### src/rtl/bole_pkg.sv
// shared types and constants of the bounded ordered list engine
package bole_pkg;

  localparam int unsigned DEPTH_DEF      = 16;
  localparam int unsigned DATA_WIDTH_DEF = 32;

  localparam int unsigned CMD_W     = 3;
  localparam int unsigned VALUE_W   = 32;
  localparam int unsigned COUNT_W   = 5;
  localparam int unsigned ITEM_W    = 32;
  localparam int unsigned S_TDATA_W = 40;
  localparam int unsigned M_TDATA_W = 40;

  localparam logic STATUS_OK   = 1'b0;
  localparam logic STATUS_FAIL = 1'b1;

  typedef enum logic [CMD_W-1:0] {
    CMD_TAIL_INS = 3'd0,
    CMD_HEAD_INS = 3'd1,
    CMD_SORT_INS = 3'd2,
    CMD_REM_VAL  = 3'd3,
    CMD_REM_HEAD = 3'd4,
    CMD_REM_TAIL = 3'd5,
    CMD_DUMP_FWD = 3'd6,
    CMD_DUMP_REV = 3'd7
  } cmd_e;

  typedef struct packed {
    logic               status;
    logic [COUNT_W-1:0] entry_count;
    logic               is_empty;
    logic               is_full;
    logic               item_valid;
    logic [ITEM_W-1:0]  item_value;
    logic               last;
  } res_t;

endpackage

### src/rtl/bole_core.sv
// list sequencer with entry memory and shared compare unit
module bole_core #(
  parameter int unsigned DEPTH      = bole_pkg::DEPTH_DEF,
  parameter int unsigned DATA_WIDTH = bole_pkg::DATA_WIDTH_DEF
) (
  input  logic                            clk_i,
  input  logic                            rst_ni,
  input  logic                            cmd_valid_i,
  output logic                            cmd_ready_o,
  input  bole_pkg::cmd_e                  cmd_i,
  input  logic [bole_pkg::VALUE_W-1:0]    value_i,
  output logic                            res_valid_o,
  input  logic                            res_ready_i,
  output bole_pkg::res_t                  res_o
);
  import bole_pkg::*;

  localparam int unsigned AW = $clog2(DEPTH);
  localparam int unsigned CW = $clog2(DEPTH + 1);
  localparam logic [CW-1:0] ONE  = CW'(1);
  localparam logic [CW-1:0] ZERO = '0;
  localparam logic [CW-1:0] FULL = CW'(DEPTH);

  typedef enum logic [3:0] {
    S_IDLE,
    S_DECODE,
    S_SCAN_RD,
    S_SCAN_CMP,
    S_SHIFT_RD,
    S_SHIFT_WR,
    S_INS_WR,
    S_DUMP_RD,
    S_DUMP_OUT,
    S_RESP
  } state_e;

  state_e                state_q;
  cmd_e                  cmd_q;
  logic [DATA_WIDTH-1:0] val_q;
  logic [CW-1:0]         occ_q;
  logic [CW-1:0]         idx_q;
  logic [CW-1:0]         pos_q;
  logic                  fail_q;

  logic [DATA_WIDTH-1:0] mem [DEPTH];
  logic [DATA_WIDTH-1:0] rdata_q;
  logic                  mem_we;
  logic [AW-1:0]         mem_waddr;
  logic [DATA_WIDTH-1:0] mem_wdata;
  logic                  mem_re;
  logic [AW-1:0]         mem_raddr;

  logic [CW-1:0] idx_inc, idx_dec, idx_inc2, pos_inc, occ_inc, occ_dec, rev_idx;
  logic          is_empty, is_full, is_ins, shift_up, lt, eq, hit;

  assign idx_inc  = idx_q + ONE;
  assign idx_inc2 = idx_q + CW'(2);
  assign idx_dec  = idx_q - ONE;
  assign pos_inc  = pos_q + ONE;
  assign occ_inc  = occ_q + ONE;
  assign occ_dec  = occ_q - ONE;
  assign rev_idx  = occ_dec - idx_q;
  assign is_empty = (occ_q == ZERO);
  assign is_full  = (occ_q == FULL);
  assign is_ins   = (cmd_q == CMD_TAIL_INS) || (cmd_q == CMD_HEAD_INS) ||
                    (cmd_q == CMD_SORT_INS);
  assign shift_up = (cmd_q == CMD_HEAD_INS) || (cmd_q == CMD_SORT_INS);

  // shared compare unit: order for sorted insert, match for removal
  assign lt  = $signed(rdata_q) < $signed(val_q);
  assign eq  = (rdata_q == val_q);
  assign hit = (cmd_q == CMD_SORT_INS) ? !lt : eq;

  always_comb begin
    mem_we    = 1'b0;
    mem_waddr = occ_q[AW-1:0];
    mem_wdata = val_q;
    mem_re    = 1'b0;
    mem_raddr = pos_q[AW-1:0];
    unique case (state_q)
      S_DECODE: begin
        if (is_ins && !is_full && ((cmd_q == CMD_TAIL_INS) || is_empty)) begin
          mem_we = 1'b1;
        end
      end
      S_SCAN_RD: begin
        mem_re = 1'b1;
      end
      S_SCAN_CMP: begin
        // no entry at least as large found: sorted value lands at the tail
        if ((cmd_q == CMD_SORT_INS) && !hit && (pos_inc == occ_q)) begin
          mem_we = 1'b1;
        end
      end
      S_SHIFT_RD: begin
        mem_re    = 1'b1;
        mem_raddr = shift_up ? idx_dec[AW-1:0] : idx_inc[AW-1:0];
      end
      S_SHIFT_WR: begin
        mem_we    = 1'b1;
        mem_waddr = idx_q[AW-1:0];
        mem_wdata = rdata_q;
      end
      S_INS_WR: begin
        mem_we    = 1'b1;
        mem_waddr = pos_q[AW-1:0];
      end
      S_DUMP_RD: begin
        mem_re    = 1'b1;
        mem_raddr = (cmd_q == CMD_DUMP_FWD) ? idx_q[AW-1:0] : rev_idx[AW-1:0];
      end
      default: begin
      end
    endcase
  end

  always_ff @(posedge clk_i) begin
    if (mem_we) begin
      mem[mem_waddr] <= mem_wdata;
    end
    if (mem_re) begin
      rdata_q <= mem[mem_raddr];
    end
  end

  always_ff @(posedge clk_i or negedge rst_ni) begin
    if (!rst_ni) begin
      state_q <= S_IDLE;
      cmd_q   <= CMD_TAIL_INS;
      val_q   <= '0;
      occ_q   <= '0;
      idx_q   <= '0;
      pos_q   <= '0;
      fail_q  <= STATUS_OK;
    end else begin
      unique case (state_q)
        S_IDLE: begin
          if (cmd_valid_i) begin
            cmd_q   <= cmd_i;
            val_q   <= DATA_WIDTH'(value_i);
            fail_q  <= STATUS_OK;
            state_q <= S_DECODE;
          end
        end
        S_DECODE: begin
          pos_q <= '0;
          // head insert walks down from the tail, every other command starts its index at zero
          idx_q <= (cmd_q == CMD_HEAD_INS) ? occ_q : '0;
          unique case (cmd_q)
            CMD_TAIL_INS, CMD_HEAD_INS, CMD_SORT_INS: begin
              if (is_full) begin
                fail_q  <= STATUS_FAIL;
                state_q <= S_RESP;
              end else if ((cmd_q == CMD_TAIL_INS) || is_empty) begin
                occ_q   <= occ_inc;
                state_q <= S_RESP;
              end else if (cmd_q == CMD_HEAD_INS) begin
                state_q <= S_SHIFT_RD;
              end else begin
                state_q <= S_SCAN_RD;
              end
            end
            CMD_REM_VAL: begin
              if (is_empty) begin
                fail_q  <= STATUS_FAIL;
                state_q <= S_RESP;
              end else begin
                state_q <= S_SCAN_RD;
              end
            end
            CMD_REM_HEAD: begin
              if (is_empty) begin
                fail_q  <= STATUS_FAIL;
                state_q <= S_RESP;
              end else if (occ_q == ONE) begin
                occ_q   <= occ_dec;
                state_q <= S_RESP;
              end else begin
                state_q <= S_SHIFT_RD;
              end
            end
            CMD_REM_TAIL: begin
              if (is_empty) begin
                fail_q <= STATUS_FAIL;
              end else begin
                occ_q <= occ_dec;
              end
              state_q <= S_RESP;
            end
            CMD_DUMP_FWD, CMD_DUMP_REV: begin
              state_q <= is_empty ? S_RESP : S_DUMP_RD;
            end
          endcase
        end
        S_SCAN_RD: begin
          state_q <= S_SCAN_CMP;
        end
        S_SCAN_CMP: begin
          if (hit) begin
            if (cmd_q == CMD_SORT_INS) begin
              idx_q   <= occ_q;
              state_q <= S_SHIFT_RD;
            end else if (pos_inc == occ_q) begin
              occ_q   <= occ_dec;
              state_q <= S_RESP;
            end else begin
              idx_q   <= pos_q;
              state_q <= S_SHIFT_RD;
            end
          end else if (pos_inc == occ_q) begin
            if (cmd_q == CMD_SORT_INS) begin
              occ_q <= occ_inc;
            end else begin
              fail_q <= STATUS_FAIL;
            end
            state_q <= S_RESP;
          end else begin
            pos_q   <= pos_inc;
            state_q <= S_SCAN_RD;
          end
        end
        S_SHIFT_RD: begin
          state_q <= S_SHIFT_WR;
        end
        S_SHIFT_WR: begin
          if (shift_up) begin
            idx_q   <= idx_dec;
            state_q <= (idx_dec == pos_q) ? S_INS_WR : S_SHIFT_RD;
          end else if (idx_inc2 == occ_q) begin
            occ_q   <= occ_dec;
            state_q <= S_RESP;
          end else begin
            idx_q   <= idx_inc;
            state_q <= S_SHIFT_RD;
          end
        end
        S_INS_WR: begin
          occ_q   <= occ_inc;
          state_q <= S_RESP;
        end
        S_DUMP_RD: begin
          state_q <= S_DUMP_OUT;
        end
        S_DUMP_OUT: begin
          if (res_ready_i) begin
            idx_q   <= idx_inc;
            state_q <= (idx_inc == occ_q) ? S_IDLE : S_DUMP_RD;
          end
        end
        S_RESP: begin
          if (res_ready_i) begin
            state_q <= S_IDLE;
          end
        end
        default: begin
          state_q <= S_IDLE;
        end
      endcase
    end
  end

  assign cmd_ready_o = (state_q == S_IDLE);
  assign res_valid_o = (state_q == S_RESP) || (state_q == S_DUMP_OUT);

  always_comb begin
    res_o             = '0;
    res_o.status      = fail_q;
    res_o.entry_count = COUNT_W'(occ_q);
    res_o.is_empty    = is_empty;
    res_o.is_full     = is_full;
    if (state_q == S_DUMP_OUT) begin
      res_o.item_valid = 1'b1;
      res_o.item_value = ITEM_W'(rdata_q);
      res_o.last       = (idx_inc == occ_q);
    end else begin
      res_o.last       = 1'b1;
    end
  end

endmodule

### src/rtl/bounded_ordered_list_engine_top.sv
// top level of the bounded ordered list engine with stream ports
//
//  channel  | dir | tdata fields (low bit up)                      | tuser      | tlast
//  ---------+-----+------------------------------------------------+------------+------
//  s_axis   | in  | command[2:0], value[34:3], zero pad [39:35]    | -          | -
//  m_axis   | out | status[0], entry_count[5:1], is_empty[6],      | item_valid | last
//           |     | is_full[7], item_value[39:8]                   |            |
//
// one command at a time; s_axis_tready_o is low until its last beat is handed
// to the output register. each shift or scan step reads the entry memory into
// a read register and then compares or writes; a dump reads each entry before
// presenting it as a beat. reset empties the list; entry memory is not cleared.
// a stalled m_axis holds the beat in the output register and the sequencer
// waits
module bounded_ordered_list_engine_top #(
  parameter int unsigned DEPTH      = bole_pkg::DEPTH_DEF,
  parameter int unsigned DATA_WIDTH = bole_pkg::DATA_WIDTH_DEF
) (
  input  logic                             clk_i,
  input  logic                             rst_ni,
  input  logic                             s_axis_tvalid_i,
  output logic                             s_axis_tready_o,
  // command[2:0], value[34:3], pad
  input  logic [bole_pkg::S_TDATA_W-1:0]   s_axis_tdata_i,
  output logic                             m_axis_tvalid_o,
  input  logic                             m_axis_tready_i,
  // status[0], entry_count[5:1], is_empty[6], is_full[7], item_value[39:8]
  output logic [bole_pkg::M_TDATA_W-1:0]   m_axis_tdata_o,
  // item_valid[0]
  output logic [0:0]                       m_axis_tuser_o,
  output logic                             m_axis_tlast_o
);
  import bole_pkg::*;

  logic res_valid;
  logic res_ready;
  res_t res;
  logic out_valid_q;
  res_t out_q;

  // sequencer, entry memory and shared comparator
  bole_core #(
    .DEPTH      (DEPTH),
    .DATA_WIDTH (DATA_WIDTH)
  ) u_core (
    .clk_i       (clk_i),
    .rst_ni      (rst_ni),
    .cmd_valid_i (s_axis_tvalid_i),
    .cmd_ready_o (s_axis_tready_o),
    .cmd_i       (cmd_e'(s_axis_tdata_i[CMD_W-1:0])),
    .value_i     (s_axis_tdata_i[CMD_W +: VALUE_W]),
    .res_valid_o (res_valid),
    .res_ready_i (res_ready),
    .res_o       (res)
  );

  // output register: takes a new beat when empty or being drained
  assign res_ready = !out_valid_q || m_axis_tready_i;

  always_ff @(posedge clk_i or negedge rst_ni) begin
    if (!rst_ni) begin
      out_valid_q <= 1'b0;
    end else if (res_ready) begin
      out_valid_q <= res_valid;
    end
  end

  // payload holds while stalled
  always_ff @(posedge clk_i) begin
    if (res_ready && res_valid) begin
      out_q <= res;
    end
  end

  assign m_axis_tvalid_o = out_valid_q;
  assign m_axis_tdata_o  = {out_q.item_value, out_q.is_full, out_q.is_empty,
                            out_q.entry_count, out_q.status};
  assign m_axis_tuser_o  = out_q.item_valid;
  assign m_axis_tlast_o  = out_q.last;

endmodule
### config.mk
export PLATFORM = sky130hd
export DESIGN_NAME = bounded_ordered_list_engine_top
export DESIGN_NICKNAME = d
export VERILOG_FILES = /design/src/rtl/bole_pkg.sv /design/src/rtl/bole_core.sv /design/src/rtl/bounded_ordered_list_engine_top.sv
export SDC_FILE = /design/constraint.sdc
export NUM_CORES = 1
export LEC_CHECK = 0
export ABC_CLOCK_PERIOD_IN_PS = 4800
export BUFFER_PORTS_ARGS = -buffer_cell sky130_fd_sc_hd__buf_4
export CORE_MARGIN = 4
export CORE_UTILIZATION = 56
export DETAILED_ROUTE_END_ITERATION = 8
export MAX_ROUTING_LAYER = met4
export PLACE_DENSITY = 0.76
export SYNTH_ARGS = -nofsm -noshare
export SYNTH_HDL_FRONTEND = slang
export SYNTH_SLANG_ARGS = --single-unit
### constraint.sdc
create_clock -name clk_i -period 4.8 [get_ports clk_i]
set_input_delay 0.72 -clock clk_i [delete_from_list [all_inputs] [get_ports clk_i]]
set_output_delay 0.72 -clock clk_i [all_outputs]
set_load 0.01 [all_outputs]
==> impl_metrics.yaml, run 1 <==
die:
  floorplan.die.height_microns: 232
  core_area_sq_um: 49400
  io-pin-count: 88
  die_width_microns: 232
  die-area_sq_um: 53900
  floorplan.initialDensity_pct: 57.0
  placement_rows: 81
grt:
  grt_usage_pct: 25.7
  number_of_antenna_violations_at_the_first_check_in_global_routing: 0
  number_of_global_route_vias_before_repair: 17300
  grt_pass1_wl_microns: 102000
  gr-total-overflow: 0
  pin_count_of_the_biggest_net_entering_global_routing: 63
clocking:
  cts.hold.buffers_added: 0
  cts_sinks: 642
  clock_input_transition_at_the_sequential_cells_of_the_worst_setup_and_hold_paths_ns: 0.06
  cts.root.buffer_cell: "sky130_fd_sc_hd__clkbuf_16"
  clock_tree.buffer_depth: 3
  cts_resized: 0
  clkLatencyLatePin_ns: 0.60
  tritoncts: "yes"
  cts-buffers-inserted: 67
  cts.repair_timing.setup_buffer_count: 0
  htree_levels: 3
sta:
  skew_ns: 0.0261
  maxSlewHeadroom_pct: 18.1
  timing_worst_slew_pin_value_ns: 1.22
  min_period_ns: 4.35
  timing_hold_violations_final: 0
  grt_setup_unrepaired: "no"
  setup_ws_ns: 0.455
  setup-violations-final: 0
  slew_violations: 0
  timing.final.crit_share_pct: 90.5
  timing.hold.ws_ns: 0.227
  maxClockFrequency_mhz: 230
logic_synthesis:
  postSynthCellCount: 1950
  synth_most_common_cell: "sky130_fd_sc_hd__edfxtp_1"
  yosys.cell_types.count: 75
  syn_area_sq_um: 28100
  ys_ff_latch: 642
  yosys_most_used_dff: "sky130_fd_sc_hd__edfxtp_1"
  ys_async_sr_fraction_pct: 8.72
  synth_top_area_share_pct: 62.5
  syn_avg_cell_area_sq_um: 14.4
  synth_enable_flop_cells: 586
  syn_nets: 2040
  post_synth_main_area_contributors: "sky130_fd_sc_hd__edfxtp_1, sky130_fd_sc_hd__mux2i_1, sky130_fd_sc_hd__dfrtp_1"
  seq_area_frac_synth_pct: 67.5
  yosysWarnings: 0
  synth.top_cells.by_count: "sky130_fd_sc_hd__edfxtp_1, sky130_fd_sc_hd__nand2_1, sky130_fd_sc_hd__mux2i_1"
  synth.largest_area_cell: "sky130_fd_sc_hd__edfxtp_1"
setup_path:
  crit_required_ns: 5.04
  critPathLaunch: "u_core.rdata_q[31]$_DFFE_PP_"
  reg2reg_setup_slack_ns: 0.45
  setup.worst_path.end_class: "flop"
  arrival_ns: 4.59
  timing.critical_path.fanout_max: 19
  timing.rr.start: "u_core.rdata_q[31]$_DFFE_PP_"
  critPathLaunchType: "flop"
  critPathKind: "flop to flop"
place:
  post_placement_setup_slack_ns: 0.576
  place_congestion: 0.921
  io_buffer_count: 82
  hpwl_microns: 40900
drt:
  detailedRoute.firstIterationViolations: 1510
  detail_route.wl_per_cell_microns: 23.8
  post_drt_via_cell_ratio: 6.12
  total_vias_in_the_final_route: 17100
  final_antenna_net_count: 0
  post-route-drc-count: 0
  detail_route.first_pass.iterations: 6
  finalWirelength_microns: 66700
cells_and_area:
  finalNetCount: 2173
  syn_to_final_growth_pct: 14.8
  final_core_util_pct: 65.5
  insertedDiodeCount: 0
  drive_above_1_share_pct: 19.6
worst_hold_path:
  worst_hold_path_type: "primary input to async pin"
outcome:
  status: "complete, no violations"
flow_run:
  timing.max_cap.violations: 0
power_and_ir_drop:
  power_density_nw_per_um2: 685
  power.ir.vdd_worst_mv: 0.353
  p_leak_nw: 11.8
## critical path, cell delays in order, from the launching register on
cell	delay, ns
sky130_fd_sc_hd__edfxtp_1	0.42
sky130_fd_sc_hd__ha_1	0.50
sky130_fd_sc_hd__nand4_1	0.24
sky130_fd_sc_hd__nor4_2	0.59
sky130_fd_sc_hd__nor3b_1	0.33
sky130_fd_sc_hd__a211oi_1	0.11
sky130_fd_sc_hd__xnor2_1	0.40
sky130_fd_sc_hd__a221o_1	0.30
sky130_fd_sc_hd__nand2_1	0.36
sky130_fd_sc_hd__nor3_2	0.30
sky130_fd_sc_hd__buf_4	0.42
## metrics by stage
step / power (W) / setup TNS, ns / cell area [sq um] / instances
detailed placement: 0.0170 / 0 / 30100 / 2678
CTS: 0.0221 / 0 / 32300 / 2802
finish: 0.0221 / 0 / 32300 / 2802
global placement: 0.0166 / 0 / 30100 / 2678
global route: 0.0233 / 0 / 32300 / 2802
floorplan: 0.0142 / -13.46 / 28100 / 1950
## metal layers
metal  up-vias  part of all wire (%)  GRT usage (%)
met1      8529                    40           33.8
met3       155                   7.1           4.12
li1       7724                     -              -
met5         -                     0              -
met2       734                    49           41.4
met4         0                   3.2           8.41
## cell usage in the layout, fill, tap and decap left out, types with 35 or more instances in the layout
| master | instances |
|---|---|
| sky130_fd_sc_hd__a211oi_1 | 37 |
| sky130_fd_sc_hd__a21oi_1 | 38 |
| sky130_fd_sc_hd__a31oi_1 | 38 |
| sky130_fd_sc_hd__and2_1 | 65 |
| sky130_fd_sc_hd__and3_1 | 35 |
| sky130_fd_sc_hd__buf_4 | 173 |
| sky130_fd_sc_hd__clkbuf_16 | 69 |
| sky130_fd_sc_hd__dfrtp_1 | 56 |
| sky130_fd_sc_hd__edfxtp_1 | 586 |
| sky130_fd_sc_hd__ha_1 | 45 |
| sky130_fd_sc_hd__inv_1 | 54 |
| sky130_fd_sc_hd__mux2_2 | 68 |
| sky130_fd_sc_hd__mux2i_1 | 192 |
| sky130_fd_sc_hd__nand2_1 | 226 |
| sky130_fd_sc_hd__nor2_1 | 46 |
| sky130_fd_sc_hd__o21ai_0 | 48 |
## kinds of logic (layout without fill, tap and decap cells)
group                    count (synthesis)  count (layout)  synth area share [%]
flip-flops                             642             642                  67.5
AND/OR/NAND/NOR                        461             461                  7.78
AO/OA/AOI/OAI                          329             329                  9.02
multiplexers                           260             260                  9.55
buffers and inverters                  177             365                  2.97
adder cells (fa/ha/maj)                 46              46                  2.07
XOR/XNOR                                35              35                  1.09
## layout make-up
type,instances,area (sq um)
clock buffer,95,1860
clock inverter,29,332
fill,3453,17000
inverter,55,206
multi-input combinational,1131,8520
sequential,642,19000
tap,664,831
timing repair buffer,186,1560
## path summary, 6_finish.rpt
| kind | endpoint | cells past startpoint |
|---|---|---|
| worst max-delay path | u_core.mem[2][16]$_DFFE_PP_ | 10 |
| worst min-delay path | u_core.val_q[26]$_DFFE_PN0P_ | 1 |
| worst max register to register | u_core.mem[2][16]$_DFFE_PP_ | 10 |
| worst min register to register | m_axis_tdata_o[0]$_DFFE_PP_ | 0 |
| max in group asynchronous | u_core.val_q[0]$_DFFE_PN0P_ | 1 |
| min in group clk_i | u_core.val_q[29]$_DFFE_PN0P_ | 2 |
## registers in the layout, indices dropped and copies added (netlist names)
signal           flops
m_axis_tdata_o      40
m_axis_tlast_o       1
m_axis_tuser_o       1
m_axis_tvalid_o      1
u_core.cmd_q         3
u_core.fail_q        1
u_core.idx_q         5
u_core.mem         512
u_core.occ_q         5
u_core.pos_q         5
u_core.rdata_q      32
u_core.state_q       4
u_core.val_q        32
## power by group
part / internal [W] / leakage, nW / switching (W) / total, W
clock: 0.00305 / 1.06 / 0.00210 / 0.00515
sequential: 0.00783 / 6.01 / 0.000497 / 0.00833
combinational: 0.00329 / 4.72 / 0.00535 / 0.00864
Note: power is estimated with default switching activity, not from simulation.
==> run 2: changes to the inputs <==
--- a/config.mk
+++ b/config.mk
@@ -5,13 +5,14 @@
 export SDC_FILE = /design/constraint.sdc
 export NUM_CORES = 1
 export LEC_CHECK = 0
-export ABC_CLOCK_PERIOD_IN_PS = 4800
+export ABC_CLOCK_PERIOD_IN_PS = 5120
 export BUFFER_PORTS_ARGS = -buffer_cell sky130_fd_sc_hd__buf_4
 export CORE_MARGIN = 4
-export CORE_UTILIZATION = 56
+export CORE_UTILIZATION = 60
 export DETAILED_ROUTE_END_ITERATION = 8
+export GPL_TIMING_DRIVEN = 0
 export MAX_ROUTING_LAYER = met4
-export PLACE_DENSITY = 0.76
+export PLACE_DENSITY = 0.77
 export SYNTH_ARGS = -nofsm -noshare
 export SYNTH_HDL_FRONTEND = slang
 export SYNTH_SLANG_ARGS = --single-unit
==> constraint.sdc (replaced) <==
create_clock -name clk_i -period 5.12 [get_ports clk_i]
set_input_delay 0.768 -clock clk_i [delete_from_list [all_inputs] [get_ports clk_i]]
set_output_delay 0.768 -clock clk_i [all_outputs]
set_load 0.01 [all_outputs]
==> impl_metrics.yaml, run 2 (synthesized netlist as in run 1, its figures left out) <==
sta:
  timing_worst_slew_pin_value_ns: 1.26
  timing.setup.tns_ns: 0
  skew_ns: 0.0305
  maxSlewHeadroom_pct: 15.8
  timing_hold_violations_final: 0
  setup-violations-final: 0
  timing.final.crit_share_pct: 96.3
  min_period_ns: 4.93
  setup_ws_ns: 0.188
  grt_setup_unrepaired: "no"
  slew_violations: 0
  maxClockFrequency_mhz: 203
clocking:
  clkLatencyLatePin_ns: 0.60
  cts.root.buffer_cell: "sky130_fd_sc_hd__clkbuf_16"
  clock_tree.buffer_depth: 3
  clock_input_transition_at_the_sequential_cells_of_the_worst_setup_and_hold_paths_ns: 0.06
  tritoncts: "yes"
  cts.hold.buffers_added: 0
  htree_levels: 3
  cts-buffers-inserted: 66
  cts_sinks: 642
setup_path:
  critPathKind: "flop to flop"
  critPathLaunchType: "flop"
  worstPathBufferInverterCount: 5
  crit_required_ns: 5.45
  family_with_the_most_delay_on_the_worst_path: "buffers and inverters"
  crit_path_max_incr_delay_ns: 0.80
  r2r.worst_path.cells: 12
  timing.critical_path.fanout_max: 10
  slowest_library_cell_on_the_worst_path: "sky130_fd_sc_hd__clkbuf_1"
  arrival_ns: 5.26
  setup.worst_path.end_class: "flop"
  path_depth: 12
  crit_chain: "buf_2 > inv_1 > ha_1 > inv_1 > fa_1 > xnor2_1 > a211oi_1 > a221o_1 > buf_2 > clkbuf_1 > mux2_2 > a221o_1"
place:
  place_congestion: 0.918
  hpwl_microns: 50100
  post_placement_setup_slack_ns: -0.432
  io_buffer_count: 82
drt:
  detailedRoute.firstIterationViolations: 2061
  detail_route.wl_per_cell_microns: 26.7
  final_antenna_net_count: 0
  finalWirelength_microns: 74600
  detail_route.first_pass.iterations: 6
  post_drt_via_cell_ratio: 6.41
  total_vias_in_the_final_route: 17900
  post-route-drc-count: 0
die:
  io-pin-count: 88
  placement_rows: 79
  floorplan.initialDensity_pct: 60.6
  core_area_sq_um: 46500
  floorplan.die.height_microns: 225
  die-area_sq_um: 50400
  die_width_microns: 225
power_and_ir_drop:
  p_int_w: 0.0131
  p_leak_nw: 11.8
  power_density_nw_per_um2: 653
  total_switching_power_w: 0.00802
  power_frac_seq_pct: 36.6
  switching_share_pct: 38.0
  pwr-share-comb_pct: 41.5
  power.clock.fraction_pct: 22.0
  power.ir.vdd_worst_mv: 0.389
cells_and_area:
  final_cell_mix: "sky130_fd_sc_hd__edfxtp_1, sky130_fd_sc_hd__nand2_1, sky130_fd_sc_hd__mux2i_1"
  syn_to_final_growth_pct: 14.8
  drive_above_1_share_pct: 17.6
  flip_flop_count_of_the_largest_register_after_layout: 512
  finalNetCount: 2231
  final_core_util_pct: 69.6
  registers.top_by_ff_count: "u_core.mem"
  insertedDiodeCount: 0
  most_frequent_standard_cell_in_the_layout_excluding_fill_and_tap_cells: "sky130_fd_sc_hd__edfxtp_1"
grt:
  gr-total-overflow: 0
  number_of_antenna_violations_at_the_first_check_in_global_routing: 0
  pin_count_of_the_biggest_net_entering_global_routing: 57
  number_of_global_route_vias_before_repair: 17700
  grt_usage_pct: 30.1
  grt_pass1_wl_microns: 110000
flow_run:
  timing.max_cap.violations: 0
outcome:
  status: "complete, no violations"
worst_hold_path:
  worst_hold_path_type: "primary input to async pin"
==> run 2: path summary, 6_finish.rpt <==
| check | slack [ns] | startpoint | endpoint |
|---|---|---|---|
| worst max-delay path | 0.19 | u_core.occ_q[0]$_DFFE_PN0P_ | u_core.rdata_q[14]$_DFFE_PP_ |
| worst min-delay path | 0.31 | rst_ni | u_core.val_q[30]$_DFFE_PN0P_ |
| worst max register to register | 0.19 | u_core.occ_q[0]$_DFFE_PN0P_ | u_core.rdata_q[14]$_DFFE_PP_ |
| worst min register to register | 0.45 | u_core.occ_q[4]$_DFFE_PN0P_ | m_axis_tdata_o[5]$_DFFE_PP_ |
| max in group asynchronous | 4.19 | rst_ni | u_core.val_q[6]$_DFFE_PN0P_ |
| min in group clk_i | 0.40 | s_axis_tdata_i[2] | u_core.cmd_q[2]$_DFFE_PN0P_ |
==> run 2: power groups by stage <==
| stage | registers [W] | logic (W) | clock network [W] |
|---|---|---|---|
| finish | 0.00772 | 0.00875 | 0.00464 |
| global route | 0.00776 | 0.00934 | 0.00491 |
| CTS | 0.00773 | 0.00853 | 0.00467 |
| detailed placement | 0.00783 | 0.00843 | 0 |
| global placement | 0.00787 | 0.00794 | 0 |
| floorplan | 0.00773 | 0.00554 | 0 |
==> run 2: metrics by stage <==
step | instance area (sq um) | hold slack [ns] | total power [W] | std cells
after floorplan | 28100 | 0.423 | 0.0133 | 1950
final | 32300 | 0.309 | 0.0211 | 2800
after global placement | 29500 | 0.435 | 0.0158 | 2639
after CTS | 32200 | 0.316 | 0.0209 | 2791
after detailed placement | 30100 | 0.435 | 0.0163 | 2671
after global routing | 32300 | 0.349 | 0.0220 | 2800
==> run 2: what timing repair did <==
action,in CTS,in global routing
gates resized for setup,6,1
pin swaps,0,1
buffers inserted,0,4
endpoints found under the setup margin,352,120
==> run 2: layout make-up <==
cell class / count / area [sq um]
Sequential cell: 642 / 19000
Fill cell: 3103 / 14100
Multi-Input combinational cell: 1131 / 8460
Clock buffer: 101 / 1890
Timing Repair Buffer: 123 / 1190
Tap cell: 607 / 759
Buffer: 122 / 631
Inverter: 55 / 206
Clock inverter: 19 / 174
==> run 2: layer usage <==
layer,routed length [microns],global-route usage [%],vias up
met3,7270,5.31,154
met2,35600,47.6,989
met4,2370,9.60,0
li1,-,-,7826
met5,0,-,-
met1,29300,40.6,8971
==> run 3: changes to the inputs <==
--- a/config.mk
+++ b/config.mk
@@ -7,7 +7,7 @@
 export LEC_CHECK = 0
 export ABC_CLOCK_PERIOD_IN_PS = 5120
 export BUFFER_PORTS_ARGS = -buffer_cell sky130_fd_sc_hd__buf_4
-export CORE_MARGIN = 4
+export CORE_MARGIN = 2
 export CORE_UTILIZATION = 60
 export DETAILED_ROUTE_END_ITERATION = 8
 export GPL_TIMING_DRIVEN = 0
==> impl_metrics.yaml, run 3 (synthesized netlist as in run 1, its figures left out) <==
power_and_ir_drop:
  power_density_nw_per_um2: 656
  p_leak_nw: 11.8
  power.ir.vdd_worst_mv: 0.439
drt:
  post-route-drc-count: 0
  detail_route.wl_per_cell_microns: 26.5
  detail_route.first_pass.iterations: 5
  post_drt_via_cell_ratio: 6.47
  finalWirelength_microns: 74200
  total_vias_in_the_final_route: 18100
  detailedRoute.firstIterationViolations: 2249
  final_antenna_net_count: 0
cells_and_area:
  syn_to_final_growth_pct: 15.1
  flip_flop_count_of_the_largest_register_after_layout: 512
  seq_area_sq_um: 19000
  drive_above_1_share_pct: 18.0
  final_cell_mix: "sky130_fd_sc_hd__edfxtp_1, sky130_fd_sc_hd__nand2_1, sky130_fd_sc_hd__mux2i_1"
  fillerInstances: 3041
  most_frequent_standard_cell_in_the_layout_excluding_fill_and_tap_cells: "sky130_fd_sc_hd__edfxtp_1"
  registers.top_by_ff_count: "u_core.mem"
  finalNonFillerCells: 2797
  multi_input_area_sq_um: 8450
  finalNetCount: 2228
  design_area_sq_um: 32400
place:
  hpwl_microns: 50000
  detailed_place.area_sq_um: 30200
  io_buffer_count: 82
  post_placement_setup_slack_ns: -0.386
  place_congestion: 0.925
  place_inst: 2675
setup_path:
  crit_required_ns: 5.46
  arrival_ns: 5.33
  critPathKind: "flop to flop"
  timing.critical_path.fanout_max: 10
  critPathLaunchType: "flop"
  setup.worst_path.end_class: "flop"
sta:
  grt_setup_unrepaired: "no"
  maxSlewHeadroom_pct: 9.14
  timing_hold_violations_final: 0
  timing.hold.ws_ns: 0.299
  timing.final.crit_share_pct: 97.4
  setup-violations-final: 0
  timing_worst_slew_pin_value_ns: 1.35
  min_period_ns: 4.98
  slew_violations: 0
  skew_ns: 0.0216
  maxClockFrequency_mhz: 201
  setup_ws_ns: 0.135
  timing.setup.tns_ns: 0
clocking:
  tritoncts: "yes"
  clock_tree.buffer_depth: 3
  clock_input_transition_at_the_sequential_cells_of_the_worst_setup_and_hold_paths_ns: 0.06
  cts-buffers-inserted: 66
  cts_sinks: 642
  htree_levels: 3
  cts.hold.buffers_added: 0
  cts.root.buffer_cell: "sky130_fd_sc_hd__clkbuf_16"
  clkLatencyLatePin_ns: 0.61
flow_run:
  timing.max_cap.violations: 0
die:
  placement_rows: 79
  io-pin-count: 88
  floorplan.die.height_microns: 221
  floorplan.initialDensity_pct: 60.6
  die-area_sq_um: 48600
  die_width_microns: 221
  core_area_sq_um: 46500
grt:
  number_of_global_route_vias_before_repair: 18000
  number_of_antenna_violations_at_the_first_check_in_global_routing: 1
  gr-total-overflow: 0
  pin_count_of_the_biggest_net_entering_global_routing: 57
  grt_pass1_wl_microns: 110000
  grt_usage_pct: 32.1
outcome:
  status: "complete, no violations"
worst_hold_path:
  worst_hold_path_type: "primary input to async pin"
==> run 3: layer usage <==
| layer | vias to the layer above | global-route usage [%] | share of wire (%) |
|---|---|---|---|
| met1 | 9008 | 43.4 | 40 |
| met4 | 0 | 12.5 | 3.7 |
| met3 | 185 | 5.28 | 9.0 |
| li1 | 7842 | - | - |
| met5 | - | - | 0 |
| met2 | 1070 | 49.3 | 47 |
==> run 3: path summary, 6_finish.rpt <==
| check | from | end | slack [ns] | cells past startpoint |
|---|---|---|---|---|
| setup / recovery | u_core.occ_q[0]$_DFFE_PN0P_ | u_core.rdata_q[15]$_DFFE_PP_ | 0.14 | 12 |
| hold / removal | rst_ni | u_core.val_q[27]$_DFFE_PN0P_ | 0.30 | 1 |
| setup reg to reg | u_core.occ_q[0]$_DFFE_PN0P_ | u_core.rdata_q[15]$_DFFE_PP_ | 0.14 | 12 |
| hold reg to reg | u_core.occ_q[4]$_DFFE_PN0P_ | m_axis_tdata_o[5]$_DFFE_PP_ | 0.44 | 0 |
| max in group asynchronous | rst_ni | u_core.val_q[9]$_DFFE_PN0P_ | 4.20 | 1 |
| min in group clk_i | s_axis_tdata_i[30] | u_core.val_q[27]$_DFFE_PN0P_ | 0.39 | 2 |
==> run 3: report_power, final <==
group | switching [W] | internal [W] | leakage [nW]
sequential | 0.000351 | 0.00737 | 6.01
clock | 0.00195 | 0.00285 | 1.04
combinational | 0.00571 | 0.00302 | 4.74
==> run 3: worst max-delay path: stages (launching register included) <==
cell and delay, ns:
sky130_fd_sc_hd__dfrtp_1 0.47, sky130_fd_sc_hd__buf_2 0.32, sky130_fd_sc_hd__inv_1 0.14, sky130_fd_sc_hd__ha_1 0.39, sky130_fd_sc_hd__inv_1 0.11, sky130_fd_sc_hd__fa_1 0.44, sky130_fd_sc_hd__xnor2_1 0.15, sky130_fd_sc_hd__a211oi_1 0.64
sky130_fd_sc_hd__a221o_1 0.19, sky130_fd_sc_hd__buf_2 0.22, sky130_fd_sc_hd__clkbuf_1 0.85, sky130_fd_sc_hd__mux2_2 0.44, sky130_fd_sc_hd__a221o_1 0.35
==> run 3: through the flow <==
stage	utilization [%]	power, W
final	69.7	0.0213
after global placement	63.5	0.0158
after detailed placement	65.0	0.0163
after CTS	69.7	0.0211
after global routing	69.7	0.0221
after floorplan	-	0.0133
==> run 3: layout make-up <==
cell class	instances	area share, %
Antenna cell	1	0.00772
Buffer	122	1.95
Clock buffer	94	5.87
Clock inverter	25	0.807
Inverter	55	0.637
Multi-Input combinational cell	1131	26.1
Sequential cell	642	58.6
Tap cell	607	2.34
Timing Repair Buffer	120	3.66
==> run 3: what timing repair did <==
| item | 4_1_cts | 5_1_grt |
|---|---|---|
| resized for setup | 2 | 2 |
| setup buffers | 0 | 1 |
| endpoints found under the setup margin | 160 | 72 |
| pin swaps | 0 | 1 |
| endpoints found under the hold margin | 0 | 0 |
